## src/rtl/assert_macros.svh

```systemverilog
// ----------------------------------------------------------------------------
// assert_macros.svh
// shared concurrent assertion shorthands for the rtl
// ----------------------------------------------------------------------------
`ifndef ASSERT_MACROS_SVH
`define ASSERT_MACROS_SVH

// same-cycle implication, disabled during reset
`define ASSERT_IMPLIES(lbl, clk, rst, ante, cons, msg) \
   lbl: assert property (@(posedge clk) disable iff (rst) (ante) |-> (cons)) \
      else $error(msg);

// next-cycle implication, disabled during reset
`define ASSERT_NEXT(lbl, clk, rst, ante, cons, msg) \
   lbl: assert property (@(posedge clk) disable iff (rst) (ante) |=> (cons)) \
      else $error(msg);

`endif

```

## src/rtl/las_pkg.sv

```systemverilog
// ----------------------------------------------------------------------------
// las_pkg
// types, constants and the cell rule shared by the life stencil unit
// ----------------------------------------------------------------------------
package las_pkg;

   // default board limits
   localparam int DEF_MAX_COLS = 64;
   localparam int DEF_MAX_ROWS = 1024;

   // field and register widths
   localparam int ROW_FIELD_W  = 10;
   localparam int COL_FIELD_W  = 6;
   localparam int COLS_REG_W   = 7;
   localparam int ROWS_REG_W   = 11;
   localparam int CSR_DATA_W   = 32;
   localparam int CSR_ADDR_W   = 3;
   localparam int REQ_DATA_W   = 8;
   localparam int RSP_DATA_W   = 24;

   // result queue
   localparam int RSP_DEPTH    = 8;
   localparam int RSP_PTR_W    = 3;
   localparam int RSP_CNT_W    = 4;

   // cell rule
   localparam logic [3:0] SURVIVE_COUNT = 4'd2;
   localparam logic [3:0] BIRTH_COUNT   = 4'd3;

   // register map, word index
   typedef enum logic {
      REG_COLUMNS_IN_USE = 1'b0,
      REG_ROWS_IN_USE    = 1'b1
   } csr_index_type;

   // item kind on the input channel
   typedef enum logic {
      KIND_CELL  = 1'b0,
      KIND_FLUSH = 1'b1
   } item_kind_type;

   // one queued result
   typedef struct packed {
      logic                   last;
      logic [COL_FIELD_W-1:0] col;
      logic [ROW_FIELD_W-1:0] row;
      logic                   next_alive;
   } rsp_entry_type;

   // next state of the window center from its eight neighbors
   function automatic logic life_next(input logic [8:0] win);
      logic [3:0] count;
      count = '0;
      for (int i = 0; i < 9; i++) begin
         if (i != 4) begin
            count = count + 4'(win[i]);
         end
      end
      return (count == BIRTH_COUNT) || (win[4] && (count == SURVIVE_COUNT));
   endfunction

endpackage

```

## src/rtl/life_automaton_stencil_unit.sv

```systemverilog
// ----------------------------------------------------------------------------
// life_automaton_stencil_unit
// streaming game-of-life stencil: row-store memory, 3x3 window, result queue
// ----------------------------------------------------------------------------
// Takes one board cell per clock in raster order while req_tready is high and
// returns the next state of each cell one row and one column behind the input,
// one result per clock while rsp_tready is high. After the board's cells, send
// one row of flush items (tuser = 1) to drain the bottom row; the final result
// of the frame carries tlast and the unit restarts for the next frame. Items of
// the wrong kind for the current phase are taken and dropped. The two rows
// above the current cell sit in one synchronous memory word per column, read
// at acceptance and written back in the following cycle, so each item costs
// one read and one write of that memory and the unit sustains one item per
// cycle while req_tready holds. The last item of a row yields two results; an
// eight-entry result queue absorbs that, and req_tready drops only while the
// queue cannot take the worst case of the items in flight. The per-column
// valid bits are cleared together at frame end, so there is no clearing pass
// and no gap between frames.
`include "assert_macros.svh"

module life_automaton_stencil_unit
   import las_pkg::*;
#(
   parameter int MAX_COLS = DEF_MAX_COLS,
   parameter int MAX_ROWS = DEF_MAX_ROWS
) (
   input  logic                  clock,
   input  logic                  reset,
   // input channel
   input  logic                  req_tvalid,
   output logic                  req_tready,
   input  logic [REQ_DATA_W-1:0] req_tdata,  // [0] alive, rest zero
   input  logic [0:0]            req_tuser,  // [0] kind
   // result channel
   output logic                  rsp_tvalid,
   input  logic                  rsp_tready,
   output logic [RSP_DATA_W-1:0] rsp_tdata,  // [0] next_alive, [10:1] row, [16:11] col
   output logic                  rsp_tlast,
   // configuration port
   input  logic                  csr_psel,
   input  logic                  csr_penable,
   input  logic                  csr_pwrite,
   input  logic [CSR_ADDR_W-1:0] csr_paddr,
   input  logic [CSR_DATA_W-1:0] csr_pwdata,
   output logic [CSR_DATA_W-1:0] csr_prdata,
   output logic                  csr_pready
);

   localparam int CIDX_W = (MAX_COLS > 1) ? $clog2(MAX_COLS) : 1;
   localparam int CCNT_W = $clog2(MAX_COLS + 1);
   localparam int RCNT_W = $clog2(MAX_ROWS + 1);

   // configuration registers
   logic [COLS_REG_W-1:0] cfg_cols_ff;
   logic [ROWS_REG_W-1:0] cfg_rows_ff;
   logic                  csr_wr;
   csr_index_type         csr_index;

   // frame position
   logic [CIDX_W-1:0] col_pos_ff, col_pos_in;
   logic [RCNT_W-1:0] row_pos_ff, row_pos_in;
   logic [CCNT_W-1:0] cols_eff;
   logic [RCNT_W-1:0] rows_eff;

   // acceptance decode
   logic          req_acc;
   logic          flushing;
   logic          kind_match;
   logic          take;
   logic          row_end;
   logic          emitting;
   item_kind_type req_kind;

   // row-store memory, entry holds {previous row, older row}
   logic [1:0]          row_mem [MAX_COLS];
   logic [MAX_COLS-1:0] vld_ff;
   logic [1:0]          rd_data_ff;
   logic                rd_vld_ff;

   // second stage
   logic                   s1_valid_ff;
   logic [CIDX_W-1:0]      s1_c_ff;
   logic                   s1_czero_ff;
   logic                   s1_bit_ff;
   logic                   s1_emit_a_ff;
   logic                   s1_emit_b_ff;
   logic                   s1_row_end_ff;
   logic                   s1_last_ff;
   logic                   s1_clear_ff;
   logic [ROW_FIELD_W-1:0] s1_row_ff;
   logic                   s1_fwd_ff;
   logic [1:0]             s1_fwd_data_ff;
   logic [1:0]             s1_ent;
   logic [1:0]             s1_wr_data;
   logic [2:0]             s1_group;
   logic [1:0]             s1_nres;
   logic [8:0]             win_ff, win_in;
   logic [8:0]             win_a, win_b;
   rsp_entry_type          res_a, res_b;

   // result queue
   rsp_entry_type          rsp_q [RSP_DEPTH];
   logic [RSP_PTR_W-1:0]   wr_ptr_ff, rd_ptr_ff;
   logic [RSP_CNT_W-1:0]   count_ff;
   logic                   rsp_pop;
   rsp_entry_type          rsp_head;

   // ------------------------------------------------------------------------
   // configuration port
   assign csr_pready = 1'b1;
   assign csr_wr     = csr_psel && csr_penable && csr_pwrite && csr_pready;
   assign csr_index  = csr_index_type'(csr_paddr[2]);

   always_ff @(posedge clock) begin
      if (reset) begin
         cfg_cols_ff <= COLS_REG_W'(64);
         cfg_rows_ff <= ROWS_REG_W'(64);
      end else if (csr_wr) begin
         unique case (csr_index)
            REG_COLUMNS_IN_USE: cfg_cols_ff <= csr_pwdata[COLS_REG_W-1:0];
            REG_ROWS_IN_USE:    cfg_rows_ff <= csr_pwdata[ROWS_REG_W-1:0];
            default:            cfg_cols_ff <= cfg_cols_ff;
         endcase
      end
   end

   always_comb begin
      unique case (csr_index)
         REG_COLUMNS_IN_USE: csr_prdata = CSR_DATA_W'(cfg_cols_ff);
         REG_ROWS_IN_USE:    csr_prdata = CSR_DATA_W'(cfg_rows_ff);
         default:            csr_prdata = '0;
      endcase
   end

   // clamp board size, zero reads as one
   always_comb begin
      if (cfg_cols_ff == '0) begin
         cols_eff = CCNT_W'(1);
      end else if (32'(cfg_cols_ff) > 32'(MAX_COLS)) begin
         cols_eff = CCNT_W'(MAX_COLS);
      end else begin
         cols_eff = CCNT_W'(cfg_cols_ff);
      end
      if (cfg_rows_ff == '0) begin
         rows_eff = RCNT_W'(1);
      end else if (32'(cfg_rows_ff) > 32'(MAX_ROWS)) begin
         rows_eff = RCNT_W'(MAX_ROWS);
      end else begin
         rows_eff = RCNT_W'(cfg_rows_ff);
      end
   end

   // ------------------------------------------------------------------------
   // acceptance: room for the stage-one item's results plus the worst case of this one
   assign req_tready = (5'(count_ff) + 5'(s1_nres) + 5'd2) <= 5'(RSP_DEPTH);
   assign req_acc    = req_tvalid && req_tready;
   assign req_kind   = item_kind_type'(req_tuser[0]);
   assign flushing   = row_pos_ff >= rows_eff;
   assign kind_match = (req_kind == KIND_FLUSH) == flushing;
   assign take       = req_acc && kind_match;
   assign row_end    = (32'(col_pos_ff) + 32'd1) >= 32'(cols_eff);
   assign emitting   = row_pos_ff != '0;

   // position counters
   always_comb begin
      col_pos_in = col_pos_ff;
      row_pos_in = row_pos_ff;
      if (take) begin
         if (row_end) begin
            col_pos_in = '0;
            row_pos_in = flushing ? '0 : row_pos_ff + RCNT_W'(1);
         end else begin
            col_pos_in = col_pos_ff + CIDX_W'(1);
         end
      end
   end

   // ------------------------------------------------------------------------
   // stage one control and forwarding of the write still in flight
   always_ff @(posedge clock) begin
      if (reset) begin
         col_pos_ff  <= '0;
         row_pos_ff  <= '0;
         s1_valid_ff <= 1'b0;
      end else begin
         col_pos_ff  <= col_pos_in;
         row_pos_ff  <= row_pos_in;
         s1_valid_ff <= take;
      end
   end

   always_ff @(posedge clock) begin
      if (take) begin
         s1_c_ff        <= col_pos_ff;
         s1_czero_ff    <= col_pos_ff == '0;
         s1_bit_ff      <= flushing ? 1'b0 : req_tdata[0];
         s1_emit_a_ff   <= emitting && (col_pos_ff != '0);
         s1_emit_b_ff   <= emitting && row_end;
         s1_row_end_ff  <= row_end;
         s1_last_ff     <= flushing;
         s1_clear_ff    <= flushing && row_end;
         s1_row_ff      <= ROW_FIELD_W'(row_pos_ff - RCNT_W'(1));
         s1_fwd_ff      <= s1_valid_ff && (s1_clear_ff || (s1_c_ff == col_pos_ff));
         s1_fwd_data_ff <= s1_clear_ff ? 2'b00 : s1_wr_data;
      end
   end

   // row-store memory: read at acceptance, write back from stage one
   always_ff @(posedge clock) begin
      if (s1_valid_ff) begin
         row_mem[s1_c_ff] <= s1_wr_data;
      end
      if (take) begin
         rd_data_ff <= row_mem[col_pos_ff];
      end
   end

   // per-column written marks, cleared at reset and frame end
   always_ff @(posedge clock) begin
      if (reset) begin
         vld_ff    <= '0;
         rd_vld_ff <= 1'b0;
      end else begin
         if (take) begin
            rd_vld_ff <= vld_ff[col_pos_ff];
         end
         if (s1_valid_ff && s1_clear_ff) begin
            vld_ff <= '0;
         end else if (s1_valid_ff) begin
            vld_ff[s1_c_ff] <= 1'b1;
         end
      end
   end

   // ------------------------------------------------------------------------
   // stage one: window shift and results
   always_comb begin
      s1_ent     = s1_fwd_ff ? s1_fwd_data_ff : (rd_vld_ff ? rd_data_ff : 2'b00);
      s1_wr_data = {s1_bit_ff, s1_ent[1]};
      s1_group   = {s1_bit_ff, s1_ent[1], s1_ent[0]};
      win_a      = s1_czero_ff ? {s1_group, 6'b000000} : {s1_group, win_ff[8:3]};
      win_b      = {3'b000, win_a[8:3]};
      win_in     = win_ff;
      if (s1_valid_ff) begin
         win_in = s1_row_end_ff ? win_b : win_a;
      end
      s1_nres    = s1_valid_ff ? (2'(s1_emit_a_ff) + 2'(s1_emit_b_ff)) : 2'd0;

      res_a.last       = 1'b0;
      res_a.col        = COL_FIELD_W'(s1_c_ff - CIDX_W'(1));
      res_a.row        = s1_row_ff;
      res_a.next_alive = life_next(win_a);
      res_b.last       = s1_last_ff;
      res_b.col        = COL_FIELD_W'(s1_c_ff);
      res_b.row        = s1_row_ff;
      res_b.next_alive = life_next(win_b);
   end

   always_ff @(posedge clock) begin
      if (reset) begin
         win_ff <= '0;
      end else begin
         win_ff <= win_in;
      end
   end

   // ------------------------------------------------------------------------
   // result queue, up to two pushes and one pop per cycle
   assign rsp_pop  = rsp_tvalid && rsp_tready;
   assign rsp_head = rsp_q[rd_ptr_ff];

   always_ff @(posedge clock) begin
      if (s1_valid_ff && s1_emit_a_ff) begin
         rsp_q[wr_ptr_ff] <= res_a;
      end
      if (s1_valid_ff && s1_emit_b_ff) begin
         rsp_q[wr_ptr_ff + RSP_PTR_W'(s1_emit_a_ff)] <= res_b;
      end
   end

   always_ff @(posedge clock) begin
      if (reset) begin
         wr_ptr_ff <= '0;
         rd_ptr_ff <= '0;
         count_ff  <= '0;
      end else begin
         wr_ptr_ff <= wr_ptr_ff + RSP_PTR_W'(s1_nres);
         rd_ptr_ff <= rd_ptr_ff + RSP_PTR_W'(rsp_pop);
         count_ff  <= count_ff + RSP_CNT_W'(s1_nres) - RSP_CNT_W'(rsp_pop);
      end
   end

   assign rsp_tvalid = count_ff != '0;
   assign rsp_tlast  = rsp_head.last;
   assign rsp_tdata  = RSP_DATA_W'({rsp_head.col, rsp_head.row, rsp_head.next_alive});

   // ------------------------------------------------------------------------
   // checks
   `ASSERT_IMPLIES(a_queue_room, clock, reset, 1'b1,
      (5'(count_ff) + 5'(s1_nres)) <= 5'(RSP_DEPTH), "result queue overrun")
   `ASSERT_IMPLIES(a_frame_end_flagged, clock, reset, s1_valid_ff && s1_clear_ff,
      s1_emit_b_ff && s1_last_ff, "frame end without a flagged result")
   `ASSERT_NEXT(a_top_row_silent, clock, reset, take && (row_pos_ff == '0),
      s1_nres == 2'd0, "result emitted for the top row")

endmodule
```

## config.mk

```make
export PLATFORM = sky130hd
export DESIGN_NAME = life_automaton_stencil_unit
export DESIGN_NICKNAME = d
export VERILOG_FILES = /design/src/rtl/las_pkg.sv /design/src/rtl/life_automaton_stencil_unit.sv
export VERILOG_INCLUDE_DIRS = /design/src /design/src/rtl
export SDC_FILE = /design/constraint.sdc
export NUM_CORES = 1
export LEC_CHECK = 0
export BUFFER_PORTS_ARGS = -buffer_cell sky130_fd_sc_hd__buf_4
export CORE_MARGIN = 5
export CORE_UTILIZATION = 25
export CTS_BUF_LIST = sky130_fd_sc_hd__clkbuf_8
export DETAILED_ROUTE_END_ITERATION = 12
export PLACE_DENSITY = 0.36
export SLEW_MARGIN = 20
export SYNTH_ARGS = -nofsm -noshare
export SYNTH_HDL_FRONTEND = slang
export SYNTH_SLANG_ARGS = --single-unit
```

## constraint.sdc

```tcl
create_clock -name clock -period 6.4 [get_ports clock]
set_clock_uncertainty 0.2 [all_clocks]
set_input_delay 0.96 -clock clock [delete_from_list [all_inputs] [get_ports clock]]
set_output_delay 0.96 -clock clock [all_outputs]
set_load 0.05 [all_outputs]
```

Word level (Yosys, flattened, before mapping)
Memories as Yosys holds them, arrays and structs flattened. A register that Yosys moved wholly into a read port is not among the register bits. Cells that the tools add are included.

Bits in registers: 146. Latch bits: 0. RAM bits: 272. Memory bits (read-only): 0. Bits of input ports: 51. Output and inout port bits: 60. Logic and storage cells: 115. Memories: 2.

Memories: rsp_q (words 8, bits a word 18, read ports 1, clocked after Yosys merged registers in 1, write ports 2, line life_automaton_stencil_unit.sv:102) `rsp_entry_type rsp_q [RSP_DEPTH];`; row_mem (words 64, bits a word 2, read ports 1, clocked after Yosys merged registers in 1, write ports 1, line life_automaton_stencil_unit.sv:75) `logic [1:0] row_mem [MAX_COLS];`.

$add $sub $neg: 24. Multipliers: 0. Div/mod/pow operators: 0. Magnitude comparators: 8. Equal/unequal tests: 6. Shift operators: 0. Muxes and demuxes: 23. Bitwise operators: 2. Reduce and logical (&&, ||, !) cells: 28.

Operators with widths (count): $or A64 B64 Y64 (1); $pmux W32 S2 (1); $mux W11 (3); $add A4 B1 Y4 (5); $eq A4 B2 Y1 const B (4); $logic_and A1 B1 Y1 (15); $lt A6 B7 Y1 const B (2); $mux W7 (2); $mux W6 (2); $add A11 B1 Y11 const B (1); $ge A11 B11 Y1 (1); $gt A11 B11 Y1 const B (1); $logic_not A11 Y1 (1); $reduce_bool A11 Y1 (1); $sub A10 B1 Y10 const B (1); $mux W9 (1); $add A3 B1 Y4 (2); $mux W1 (8); $add A6 B1 Y7 const B (1); $ge A7 B7 Y1 (1); $gt A7 B7 Y1 const B (1); $logic_not A7 Y1 (1); $add A1 B1 Y2 (3); $add A2 B1 Y3 (2); 23 further kinds (30).

Logic depth before layout (Yosys ltp)
Word-level depth: 11. Depth in mapped cells: 15. Depth with buffers taken out: 13.

Worst setup path before layout
OpenSTA, ideal clock, no wires.

Path kind: register -> register. From: register s1_fwd_ff. To: memory rsp_q[0][0] in the netlist's numbering (data pin). Library setup time: 273 ps. Arrival: 4450 ps. Required time: 5927 ps. Setup slack: 1477 ps. Cell stages (with the launch flop): 6. Buffers on the path: 0. Clock period less this slack: 4923 ps. Path through: edfxtp_1 o21ai_0 ha_1 fa_1 o211ai_1 o21ai_0.

RTL lines: start, declared (line life_automaton_stencil_unit.sv:91) `logic s1_fwd_ff;`; start signal, assigned (line life_automaton_stencil_unit.sv:203) `s1_fwd_ff <= s1_valid_ff && (s1_clear_ff || (s1_c_ff == col_pos_ff));`; end, declared (line life_automaton_stencil_unit.sv:102).

==> results.md <==
- The run finished with clean final reports.
- The count of input and output buffers is 51.
- After clock tree synthesis, the clock-pin slew on the worst setup and hold paths is 0.06 ns.
- During synthesis, Yosys emitted a total of 0 warnings.
- In the layout the commonest cells are 300 x edfxtp_1, 141 x nor2_1, 136 x nand2_1.
- The clock tree from TritonCTS is built.
- The highest net fanout along the worst path is 8.
- The total number of clock tree sinks is 417.
- The sum of negative setup slack is 0 ns.
- Once the floorplan was initialized, standard cells occupied 25.29% of the core.
- Counting every instance in the synthesized netlist gives 1,407.
- The combined area of all synthesized cells is 18,860 sq um.
- The classification of the worst-slack hold path is reg2reg.
- Dividing the detail-routed wire length by the instance count gives 20.01 um.
- At the pin with the least slew margin, the transition time is 1.038 ns.
- The final wirelength is 50,120 um.
- The library cell used most frequently in the layout, excluding fill and tap cells, is edfxtp_1.
- Detailed placement finished with a half-perimeter wire length of 30,460 um.
- The largest net degree at the start of global routing is 69.
- The fmax is 228.1 MHz.
- The detailed router placed 11,254 vias in this run.
- The aggregate global-route resource usage is 12.26%.
- The count of nets after finishing is 1,575.
- The initialized floorplan defines 100 standard-cell rows.
- Once the clock tree was built, the resizer swapped 0 gates to a different size.
- By area the synthesized netlist is led by edfxtp_1 48%, dfxtp_1 12%, mux4_2 9.8%.
- The floorplan core area is 74,570 sq um.
- The number of setup violations in the final report is 0.
- The clock passes through at most 3 buffers.
- The final antenna-violating net count is 0.
- The worst setup path is of the reg2reg kind.
- The number of antenna violations at the first check in global routing is 1.
- The flip-flop and latch count after synthesis is 417.
- The area enclosed by the die boundary is 81,010 sq um.
- The weighted congestion reported at the end of routability-driven placement is 0.7332.
- For this run, the leading register cell type out of synthesis is edfxtp_1.
- The count of max-cap constraint violations is 0.
- The leakage dissipation is 7.125 nW.
- The worst register-to-register path begins at s1_fwd_ff.
- The routed design could run at a clock period as short as 4.384 ns.
- STA classifies the critical path endpoint as a register.
- The signed area change from the synthesized netlist to the final layout is 14.64%.
- In this run the tightest slew margin relative to its limit is 30.78%.
- The most area-hungry cell type in the Yosys netlist is edfxtp_1.
- Setup repair after global routing left no endpoint under its margin.
- The final-report hold violation count came to 0.
- The overall die height is 284.6 um.
- For the worst flop-to-flop path, the logic depth is 10.
- The quantity of hold-fixing buffers added after cts is 0.
- For the worst-skew pair, the clock arrives at the later sink with an insertion delay of 0.66 ns.
- Pin placement for this block handled 111 I/O pins.
- In this run the number of H-tree levels came out at 3.
- The buffers inserted during post-CTS setup optimization is 0.
- Dividing total power by cell area gives a power density of 307.6 nW/um^2.
- The floorplan die width is 284.6 um.
- In this run the critical register-to-register path is captured at rsp_q[2][0].
- Including well taps, the total number of placed cells is 2,362.
- After synthesis, the share of flip-flops with an asynchronous set or reset is 0%.
- The startpoint identified for the worst hold timing path is vld_ff[12].
- The first-pass iteration count of the detailed router is 6.
- The number of standard cells in the layout, taps in and fillers out is 2,504.
- Counting the buffers created by CTS gives 77.
- The routed via count divided by cell count is 4.494.
- A synthesized cell averages 13.40 sq um.
- The tree is rooted in a clkbuf_8.
- The final max-slew violation count came to 0.
- The maximum vdd drop is 0.1244 mV.
- The number of global-route vias before repair is 11,717.
- The DRC marker count from the first detailed-route iteration is 646.
- STA classifies the critical path startpoint as a register.
- In this run, distinct cell masters in the synthesized netlist total 58.
- The fraction of layout cells with a size suffix above 1 is 19.31%.
- Across all register-to-register paths, the minimum setup slack is 2.02 ns.
- In this run the worst setup path begins at s1_fwd_ff.
- The final critical path takes up 68.50% of the cycle.
- The post-detailed-placement cell area is 20,230 sq um.
- The cell count of the worst hold path is 1.
- The data arrival time of the critical path is 4.56 ns.
- The synthesized design contains 300 enable-type register cells.
- The first global-routing pass estimated 75,770 um of wire.
- The required time at the worst-slack endpoint is 6.57 ns.
- For this run the aggregate overflow at the end of global routing stands at 0.
- Once layout is done, the placed cells without fillers occupy 21,620 sq um.
- The share of the yosys chip area belonging to registers is 60.20%.
- The share of the synthesized area in the top cell type is 47.78%.
- The path with the worst hold slack has its endpoint at vld_ff[12].
- The post-detailed-route DRC marker count is 0.
## sequential cells by signal, indices dropped and copies added (netlist names), 2 cells and up
signal / flops
rsp_q: 144
row_mem: 128
vld_ff: 64
cfg_rows_ff: 11
row_pos_ff: 11
s1_row_ff: 10
cfg_cols_ff: 7
col_pos_ff: 6
s1_c_ff: 6
win_ff: 6
count_ff: 4
rd_ptr_ff: 3
wr_ptr_ff: 3
rd_data_ff: 2
s1_fwd_data_ff: 2
## critical path: stages (launching register included)
cell	delay [ns]
edfxtp_1	0.46
o21ai_0	0.67
fa_1	0.57
fa_1	0.52
fa_1	0.49
ha_1	0.22
fa_1	0.38
nand3_1	0.07
o21ai_0	0.07
o211ai_1	0.26
o21ai_0	0.20
## cells by family after synthesis
kind of cell / synth area share [%]
mux: 12.95
simple gates: 9.449
xor+xnor: 2.926
flops: 60.20
other cells: 0.03983
compound gates: 7.107
fa+ha+maj: 3.809
buf+inv: 3.524
## area by class of cell
class	instances	area (sq um)
Antenna cell	2	5.005
Clock buffer	80	1101
Clock inverter	60	277.8
Fill cell	7588	52960
Inverter	27	101.3
Multi-Input combinational cell	883	7064
Sequential cell	417	11360
Tap cell	969	1212
Timing Repair Buffer	66	495.5
## routing by layer
metal | track usage, % | part of all wire (%) | wire length [um] | vias to the layer above
met2 | 19.70 | 47 | 23320 | 210
met5 | 0 | 0 | 0 | -
li1 | - | - | - | 5297
met4 | 3.965 | 2.6 | 1309 | 0
met3 | 2.348 | 3.5 | 1754 | 83
met1 | 16.76 | 47 | 23730 | 5664
## how the worst max path moves through the flow
| stage | to | slack (ns) | cells after the start |
|---|---|---|---|
| finish | rsp_q[2][0] | 2.02 | 10 |
| global route | rsp_q[5][0] | 1.67 | 9 |
| CTS | req_tready | 1.90 | 9 |
| detailed placement | rsp_q[2][0] | 1.95 | 10 |
| global placement | rsp_q[4][0] | 1.99 | 10 |
| floorplan | rsp_q[0][0] | 1.48 | 5 |
## cells in the mapped netlist, drive strengths merged, types with 10 or more instances
cell / count
o21ai: 38
inv: 26
a21oi: 53
nor3: 13
nand2: 136
nand3: 25
nor2b: 23
o21a: 66
xnor2: 52
edfxtp: 300
mux4: 82
and3: 10
mux2i: 30
mux2: 25
dfxtp: 117
buf: 56
clkbuf: 51
nor2: 141
ha: 43
xor2: 11
## through the flow
stage	setup slack (ns)	power [W]	hold WS (ns)	util, %
4_1_cts	1.896	0.006799	0.2609	28.98
2_1_floorplan	1.477	0.004074	0.2064	-
5_1_grt	1.671	0.007013	0.2773	28.99
6_report	2.016	0.006650	0.2565	28.99
3_3_place_gp	1.990	0.004407	0.2420	27.12
3_5_place_dp	1.952	0.004412	0.2475	27.13
## power breakdown
group / total, W / switching (W) / internal (W)
Clock: 0.00233 / 0.00116 / 0.00117
Combinational: 0.00122 / 0.000729 / 0.000492
Sequential: 0.00310 / 0.000106 / 0.00299
(Power assumes the default switching activity.)
